[config.mk]
export PLATFORM = sky130hd
export DESIGN_NAME = half_float_adder_top
export DESIGN_NICKNAME = d
export VERILOG_FILES = /design/src/hfa_pkg.sv /design/src/half_float_adder_top.sv
export SDC_FILE = /design/constraint.sdc
export NUM_CORES = 1
export LEC_CHECK = 0
export ABC_AREA = 1
export BUFFER_PORTS_ARGS = -buffer_cell sky130_fd_sc_hd__buf_2
export CORE_UTILIZATION = 50
export DETAILED_ROUTE_END_ITERATION = 10
export GPL_TIMING_DRIVEN = 0
export PLACE_DENSITY_LB_ADDON = 0.08
export SETUP_SLACK_MARGIN = 0.1
export SYNTH_ARGS = -nofsm -noshare
export SYNTH_HDL_FRONTEND = slang
export SYNTH_SLANG_ARGS = --single-unit
[constraint.sdc]
create_clock -name clk -period 12.5 [get_ports clk]
set_input_delay 3.125 -clock clk [delete_from_list [all_inputs] [get_ports clk]]
set_output_delay 3.125 -clock clk [all_outputs]
set_load 0.05 [all_outputs]
[src/hfa_pkg.sv]
// package for the half-float adder: special encodings and field widths
// no dependencies
`default_nettype none
package hfa_pkg;
    localparam int HalfW = 16;
    localparam logic [15:0] HF_PINF = 16'h7C00;
    localparam logic [15:0] HF_NINF = 16'hFC00;
    localparam logic [15:0] HF_NAN  = 16'hFFFF;
    localparam int Bias  = 15;
    localparam int Guard = 30;
endpackage
`default_nettype wire

[src/half_float_adder_top.sv]
// half-float adder top level: input register, combinational add, result register
// depends on hfa_pkg
// the done strobe with the sum follows start through the input register and the result register
// throughput: one operand pair per cycle, busy is always low
// the receiver cannot stall; each sum is shown for one cycle with done
// reset (rst_n, async, active low) clears the valid pipeline only
`default_nettype none
module half_float_adder_top (
    input  wire logic                      clk,
    input  wire logic                      rst_n,
    input  wire logic                      start,
    output logic                           busy,
    input  wire logic [hfa_pkg::HalfW-1:0] operand_a,
    input  wire logic [hfa_pkg::HalfW-1:0] operand_b,
    output logic                           done,
    output logic [hfa_pkg::HalfW-1:0]      sum
);
    import hfa_pkg::*;

    logic        in_vld_reg;
    logic [15:0] a_reg, b_reg;
    logic        out_vld_reg;
    logic [15:0] sum_reg, sum_next;

    // exponents as signed values, range -14..16 before normalization
    logic              sa, sb, rs;
    logic signed [7:0] expa, expb, re, re1;
    logic [10:0]       ma0, mb0;
    logic [4:0]        d;
    logic [41:0]       big, small_al;
    logic [42:0]       raw;
    logic [12:0]       rm0;
    logic [12:0]       rm1;
    logic [11:0]       rm2;
    logic [3:0]        lz;
    logic              a_big;
    logic [11:0]       shd;
    logic [3:0]        dn;
    logic [11:0]       den;

    // round to nearest even of raw at the guard point
    function automatic logic [12:0] rne30(input logic [42:0] m);
        logic [12:0] q;
        logic        h, lo;
        begin
            q  = m[42:30];
            h  = m[29];
            lo = |m[28:0];
            rne30 = q + 13'(h & (q[0] | lo));
        end
    endfunction

    always_comb
    begin
        sa   = a_reg[15];
        sb   = b_reg[15];
        expa = (a_reg[14:10] == 5'd0) ? -8'sd14 : $signed({3'b0, a_reg[14:10]}) - 8'sd15;
        expb = (b_reg[14:10] == 5'd0) ? -8'sd14 : $signed({3'b0, b_reg[14:10]}) - 8'sd15;
        ma0  = {a_reg[14:10] != 5'd0, a_reg[9:0]};
        mb0  = {b_reg[14:10] != 5'd0, b_reg[9:0]};
        // larger exponent operand unshifted (at most 30 positions of shift)
        if (expa >= expb)
        begin
            d        = 5'(expa - expb);
            big      = {1'b0, ma0, 30'd0};
            small_al = {1'b0, mb0, 30'd0} >> d;
            re       = expa;
        end
        else
        begin
            d        = 5'(expb - expa);
            big      = {1'b0, mb0, 30'd0};
            small_al = {1'b0, ma0, 30'd0} >> d;
            re       = expb;
        end
        // which side holds the larger aligned magnitude
        a_big = (expa >= expb) ? (big > small_al) : (small_al > big);
        rm1 = 13'd0;
        rm2 = 12'd0;
        re1 = re;
        lz  = 4'd0;
        rs  = sa;
        sum_next = 16'd0;
        if (sa == sb)
        begin
            raw = {1'b0, big} + {1'b0, small_al};
            rm0 = rne30(raw);
            rm1 = rm0;
            if (rm0[11])
            begin
                rm1 = (rm0 >> 1) + 13'(rm0[0] & rm0[1]);
                re1 = re + 8'sd1;
                if (rm1[11])
                begin
                    rm1 = rm1 >> 1;
                    re1 = re + 8'sd2;
                end
            end
        end
        else
        begin
            rs  = a_big ? sa : sb;
            raw = (big > small_al) ? {1'b0, big - small_al} : {1'b0, small_al - big};
            rm0 = rne30(raw);
            rm1 = rm0;
            // leading zero count from bit 10 down
            lz = 4'd0;
            for (int k = 10; k >= 0; k--)
            begin
                if (rm0[k] && lz == 4'd0 && !(|(rm0[10:0] >> (k + 1))))
                    lz = 4'(10 - k);
            end
            rm1 = rm0 << lz;
            re1 = re - $signed({4'b0, lz});
        end
        rm2 = rm1[11:0];
        dn  = (re1 <= -8'sd14) ? 4'(-8'sd14 - re1) : 4'd0;
        shd = rm2 >> dn;
        if (dn == 4'd0)
            den = rm2;
        else
            den = shd + 12'(rm2[dn - 4'd1] & (shd[0] | |(rm2 & ((12'd1 << (dn - 4'd1)) - 12'd1))));
        if (a_reg == HF_NAN || b_reg == HF_NAN)
            sum_next = HF_NAN;
        else if (a_reg == HF_PINF || b_reg == HF_PINF)
            sum_next = (a_reg == HF_NINF || b_reg == HF_NINF) ? HF_NAN : HF_PINF;
        else if (a_reg == HF_NINF || b_reg == HF_NINF)
            sum_next = HF_NINF;
        else if (sa != sb && rm0 == 13'd0)
            sum_next = 16'd0;
        else if (re1 > 8'sd15)
            sum_next = rs ? HF_NINF : HF_PINF;
        else if (re1 <= -8'sd14)
            sum_next = {rs, 4'd0, den[10:0]};
        else
            sum_next = {rs, 5'(re1 + 8'sd15), rm2[9:0]};
    end

    always_ff @(posedge clk or negedge rst_n)
    begin
        if (!rst_n)
        begin
            in_vld_reg  <= 1'b0;
            out_vld_reg <= 1'b0;
        end
        else
        begin
            in_vld_reg  <= start;
            out_vld_reg <= in_vld_reg;
        end
    end

    always_ff @(posedge clk)
    begin
        if (start)
        begin
            a_reg <= operand_a;
            b_reg <= operand_b;
        end
        if (in_vld_reg)
            sum_reg <= sum_next;
    end

    assign busy = 1'b0;
    assign done = out_vld_reg;
    assign sum  = sum_reg;

`ifndef SYNTHESIS
    a_done_follows: assert property (@(posedge clk) disable iff (!rst_n)
        start |=> ##1 done) else $error("missing done");
    a_no_spurious: assert property (@(posedge clk) disable iff (!rst_n)
        done |-> $past(start, 2)) else $error("spurious done");
    a_nan_out: assert property (@(posedge clk) disable iff (!rst_n)
        (in_vld_reg && a_reg == HF_NAN) |=> sum == HF_NAN) else $error("nan lost");
`endif
endmodule
`default_nettype wire

Yosys cells after proc, flatten, opt, wreduce, memory -nomap -nowiden --
Cells that the tools add are included.
Operators by class: $add $sub $neg 18, multipliers 0, divide/modulo/power cells 0, order comparisons 6, equal/unequal tests 8, shift operators 5, multiplexer cells 48, bitwise logic cells 8, reduce and logical (&&, ||, !) cells 62
Operator list (number):
- 16-bit two-way mux | 6
- 4-bit two-way mux | 22
- 42-bit greater-than comparator | 2
- 42-bit two-way mux | 2
- 41-bit by 5-bit >> shifter with 42-bit output | 2
- 42-bit subtractor | 2
- 16-bit == test, second input constant | 4
- 29-bit OR reduction | 2
- 8-bit two-way mux | 6
- 4-bit zero test | 11
- 42-bit by 42-bit adder with 43-bit output | 1
- 41-bit two-way mux | 1
- 12-bit two-way mux | 3
- 16-bit by 15-bit == test with 1-bit output, second input constant | 2
- 12-bit by 1-bit adder with 13-bit output | 2
- 1-bit logical AND | 21
- 15-bit two-way mux | 1
- 13-bit by 1-bit adder with 13-bit output | 1
- 13-bit zero test | 1
- 13-bit two-way mux | 1
- 13-bit by 4-bit << shifter with 12-bit output | 1
- 12-bit AND | 1
- 12-bit OR reduction | 1
- 1-bit by 4-bit << shifter with 12-bit output, first input constant | 1
- other kinds (35) | 58
Word-level totals: bits in registers 50, latch bits 0, bits in writable memories 0, bits in read-only memories 0, input port bits 35, word-level logic and storage cells 160, memories kept 0

Longest topological paths before layout --
depth after elaboration 78, depth in mapped cells 82

Worst setup path after synthesis --
No wires, ideal clock.
path type register -> register, start point register b_reg[10], end point register sum_reg[8] (netlist: sum[8]), data pin, library setup time 0.272 ns, arrival 10.032 ns, setup slack 2.195 ns, cell stages (with the launch flop) 69, buffers on the path 7, clock period less this slack 10.305 ns, cell sequence edfxtp_1 > inv_1 > ha_1 > nand2_1 > nor2_4 > nor2_1 > inv_1 > ha_1 > clkbuf_1 > nand3_1 > nor2_1 > inv_2 > nand2_4 > buf_4 > buf_2 > clkbuf_1 > clkbuf_1 > nand2_1 > [33 not listed] > xor2_1 > inv_1 > nand3_1 > nand2_1 > nor2_1 > inv_1 > clkbuf_1 > ha_1 > inv_1 > a211oi_1 > o211ai_1 > a21oi_2 > ha_1 > nand3_1 > nor3_1 > xor2_1 > o21ai_1 > nand2_1
On the way: longest elaborated chain between the ends 78, elaborated cells between the ends (all ways) 137
Ends and longest elaborated chain:
- start, declared | line half_float_adder_top.sv:21 | logic [15:0] a_reg, b_reg;
- start signal, assigned | line half_float_adder_top.sv:158 | b_reg <= operand_b;
- 5-bit by 4-bit subtractor with 6-bit output / 5-bit zero test (equally long branches) | line half_float_adder_top.sv:58 | expb = (b_reg[14:10] == 5'd0) ? -8'sd14 : $signed({3'b0, b_reg[14:10]}) - 8'sd15;
- 8-bit two-way mux | line half_float_adder_top.sv:58
- 5-bit subtractor, on equally long branches | line half_float_adder_top.sv:71, half_float_adder_top.sv:64
- 41-bit by 5-bit >> shifter with 42-bit output, on equally long branches | line half_float_adder_top.sv:73, half_float_adder_top.sv:66
- 42-bit two-way mux | line half_float_adder_top.sv:62 | if (expa >= expb)
- 42-bit subtractor / 42-bit greater-than comparator (equally long branches) | line half_float_adder_top.sv:103 | raw = (big > small_al) ? {1'b0, big - small_al} : {1'b0, small_al - big};
- 42-bit two-way mux | line half_float_adder_top.sv:103
- 29-bit OR reduction | line half_float_adder_top.sv:48 | lo = |m[28:0];
- [62 not listed]
- 1-bit AND | line half_float_adder_top.sv:122 | den = shd + 12'(rm2[dn - 4'd1] & (shd[0] | |(rm2 & ((12'd1 << (dn - 4'd1)) - 12'd1))));
- 11-bit by 1-bit adder with 11-bit output | line half_float_adder_top.sv:122
- 11-bit two-way mux | line half_float_adder_top.sv:119 | if (dn == 4'd0)
- 15-bit two-way mux | line half_float_adder_top.sv:133 | else if (re1 <= -8'sd14)
- 16-bit two-way mux | line half_float_adder_top.sv:131 | else if (re1 > 8'sd15)
- 16-bit two-way mux | line half_float_adder_top.sv:129 | else if (sa != sb && rm0 == 13'd0)
- 16-bit two-way mux | line half_float_adder_top.sv:127 | else if (a_reg == HF_NINF || b_reg == HF_NINF)
- 16-bit two-way mux | line half_float_adder_top.sv:125 | else if (a_reg == HF_PINF || b_reg == HF_PINF)
- end signal, assigned | line half_float_adder_top.sv:161 | sum_reg <= sum_next;
- end, declared | line half_float_adder_top.sv:23 | logic [15:0] sum_reg, sum_next;
Parallel ways exist; a longest one is shown, timed or not. The select of a mux whose other input is x is not followed. A chain may end at the register's enable or synchronous reset.

Worst setup path after layout --
Same ends and word-level chain as after synthesis.

==> flow_summary.json <==
{
  "status": "finished clean",
  "top_usage_layer": "met2",
  "met1_usage_pct": 48.2,
  "cts_buffers": 5,
  "clockRootBuffer": "clkbuf_16",
  "h-tree-depth": 2,
  "drv_cap": 0,
  "overflow": 0,
  "ant_nets": 0,
  "vias_per_cell": 5.63,
  "cp.arrival_ps": 11680,
  "die_y_um": 155,
  "avgSynthCellArea_um2": 5.54,
  "hpwl_mm": 33.3,
  "worst_pin_slew_ps": 839,
  "post-route-min-period_ps": 11660,
  "ios": 53,
  "cpMostUsedCell": "inv_1",
  "grt_use_total_pct": 33.2,
  "yosys_warnings": 0,
  "syn-num-nets": 2203,
  "startpoint_type": "flop",
  "layout_common_cells": "689 x nand2_1, 278 x inv_1, 230 x nand3_1",
  "die_area_mm2": 0.0239,
  "fin_nets": 2262,
  "n_antenna_cell": 0,
  "max_stage_delay_ps": 510,
  "criticalPathCategory": "reg2reg",
  "holdCritPathClass": "reg2reg",
  "grtUsageMet2_pct": 51.1,
  "antenna_found_initial": 1,
  "globalplace.congestion": 1.04,
  "cts_tree": "yes",
  "die_w_um": 155,
  "layout-drive-gt1-share_pct": 11.9,
  "crit_required_ps": 12520,
  "num_vias": 13774,
  "clock_sinks": 50,
  "wl_mm": 39.7,
  "crit_path_max_fanout": 10,
  "regArea_mm2": 0.00149,
  "synthToLayoutAreaGrowth_pct": 8.20,
  "fmax_ghz": 0.0858,
  "drc": 0,
  "cts_max_path_buffers": 2,
  "hold_viol": 0,
  "slew_violations": 0,
  "synth_seq_cells": 50,
  "cp-end-kind": "flop",
  "use_met3_pct": 4.65,
  "drt_iter0_drc": 1479,
  "placementRows": 55,
  "yosysSeqAreaShare_pct": 12.8,
  "cts_hold_buf": 0,
  "grt_pass1_wl_mm": 63.2,
  "ys_async_sr_fraction_pct": 4.00,
  "finalCritPeriodShare_pct": 93.2,
  "synth_cells": 2102,
  "grt_pass1_vias": 12113,
  "grt_max_degree": 34,
  "path_clk_slew_ps": 70,
  "fillerInstances": 2487,
  "initial_core_util_pct": 51.3,
  "synth_edf_count": 48,
  "synthDistinctLibCells": 60,
  "coreArea_mm2": 0.0227,
  "setup_tns_ps": 0,
  "worstSkewPairLatency_ps": 290,
  "cp_slowest_cell": "fa_1",
  "rsz0062_at_grt": "no",
  "final_common_cell": "nand2_1",
  "slew_headroom_pct": 43.5,
  "wl_per_cell_um": 16.2,
  "numPortBuffers": 51,
  "placed_cell_area_mm2": 0.0123,
  "fin_area_mm2": 0.0126,
  "multi_input_area_mm2": 0.00880,
  "syn_area_mm2": 0.0116,
  "drtPass1Iterations": 8,
  "setup_violations": 0,
  "synthFlopType": "edfxtp_1",
  "skew_ps": 11.7
}
-- worst paths after layout --
kind / from / to / slack, ps / cells after the start
setup / recovery: b_reg[10]$_DFFE_PP_ / sum[8]$_SDFFCE_PP1P_ / 840 / 63
min in group asynchronous: rst_n / in_vld_reg$_DFF_PN0_ / 2600 / 1
setup reg to reg: b_reg[10]$_DFFE_PP_ / sum[8]$_SDFFCE_PP1P_ / 840 / 63
hold / removal: b_reg[15]$_DFFE_PP_ / sum[15]$_SDFFCE_PP1P_ / 710 / 2
max in group asynchronous: rst_n / done$_DFF_PN0_ / 9790 / 1
hold reg to reg: b_reg[15]$_DFFE_PP_ / sum[15]$_SDFFCE_PP1P_ / 710 / 2
-- cells by family (layout without fill, tap and decap cells) --
logic type,Yosys count,in the layout,share of synthesized area [%]
flip-flops,50,50,12.8
AND/OR/NAND/NOR,1313,1313,50.0
XOR/XNOR,45,45,3.45
other,1,1,0.0322
adder cells (fa/ha/maj),66,66,7.42
AO/OA/AOI/OAI,275,275,13.5
buffers and inverters,352,412,12.8
-- routing by layer --
layer,routed length (um),up-vias
li1,-,6908
met1,18700,6214
met2,16600,573
met3,3340,77
met4,1080,2
met5,13,-
-- cells in the mapped netlist (2+ instances only) --
cell type / instances / area (um2)
nor2_4: 6 / 67.6
inv_2: 14 / 52.6
nand3b_1: 3 / 22.5
nand3_2: 10 / 100
nand3_4: 2 / 35.0
fa_1: 5 / 100
o2111ai_1: 3 / 26.3
dfrtp_1: 2 / 50.1
a21oi_2: 3 / 26.3
or2_2: 5 / 31.3
nor2_2: 30 / 188
nand3_1: 230 / 1150
nand4_2: 3 / 37.5
a21oi_1: 70 / 350
o21ai_0: 109 / 546
buf_6: 14 / 158
edfxtp_1: 48 / 1440
a31oi_1: 5 / 31.3
nand2_4: 10 / 113
o21bai_1: 3 / 22.5
a211oi_1: 3 / 22.5
nor2_1: 212 / 796
a21o_1: 4 / 30.0
buf_4: 11 / 82.6
o31ai_1: 3 / 22.5
a21boi_0: 3 / 22.5
nand2_2: 31 / 194
nand2_1: 692 / 2600
o21a_1: 5 / 37.5
xor2_1: 34 / 298
o211ai_1: 12 / 90.1
nor4_1: 10 / 62.6
o21ai_2: 5 / 43.8
nand4_1: 39 / 244
o221ai_1: 2 / 17.5
buf_2: 16 / 80.1
nor3_1: 25 / 125
inv_1: 278 / 1040
o21ai_1: 24 / 120
clkbuf_1: 17 / 63.8
clkinv_1: 2 / 7.51
xnor2_1: 10 / 87.6
o22ai_1: 12 / 75.1
ha_1: 61 / 763
-- layout make-up --
class,count,share of cell area [%]
Timing Repair Buffer,55,2.27
Tap cell,285,2.83
Sequential cell,50,11.8
Clock inverter,2,0.298
Clock buffer,6,1.02
Multi-Input combinational cell,1700,69.9
Inverter,294,8.76
Buffer,55,3.10
-- per-stage QoR --
step	setup WS [ps]	util, %	std cells	hold WS [ps]
after floorplan	2200	-	2102	640
after global placement	-571	53.9	2438	709
after detailed placement	-694	53.9	2438	707
after CTS	247	54.7	2445	724
after global routing	1.67	55.5	2447	787
final	844	55.5	2447	714
-- worst max-delay path: cells and delay by family, from the launching register on --
family,cells,cell delay (ps)
simple gates,27,3840
compound gates,8,2170
fa+ha+maj,8,2350
buf+inv,17,1950
flops,1,450
xor+xnor,3,610
-- repair_timing --
| action | CTS | global route |
|---|---|---|
| gates resized for setup | 9 | 52 |
| buffers inserted | 0 | 4 |
| endpoints found under the hold margin | 0 | 0 |
| endpoints found under the setup margin | 11 | 11 |
| pin swaps | 0 | 4 |
Power is left out: the tool's default activity adds up to more than one toggle a clock period on the data nets, which glitch-free logic cannot reach.
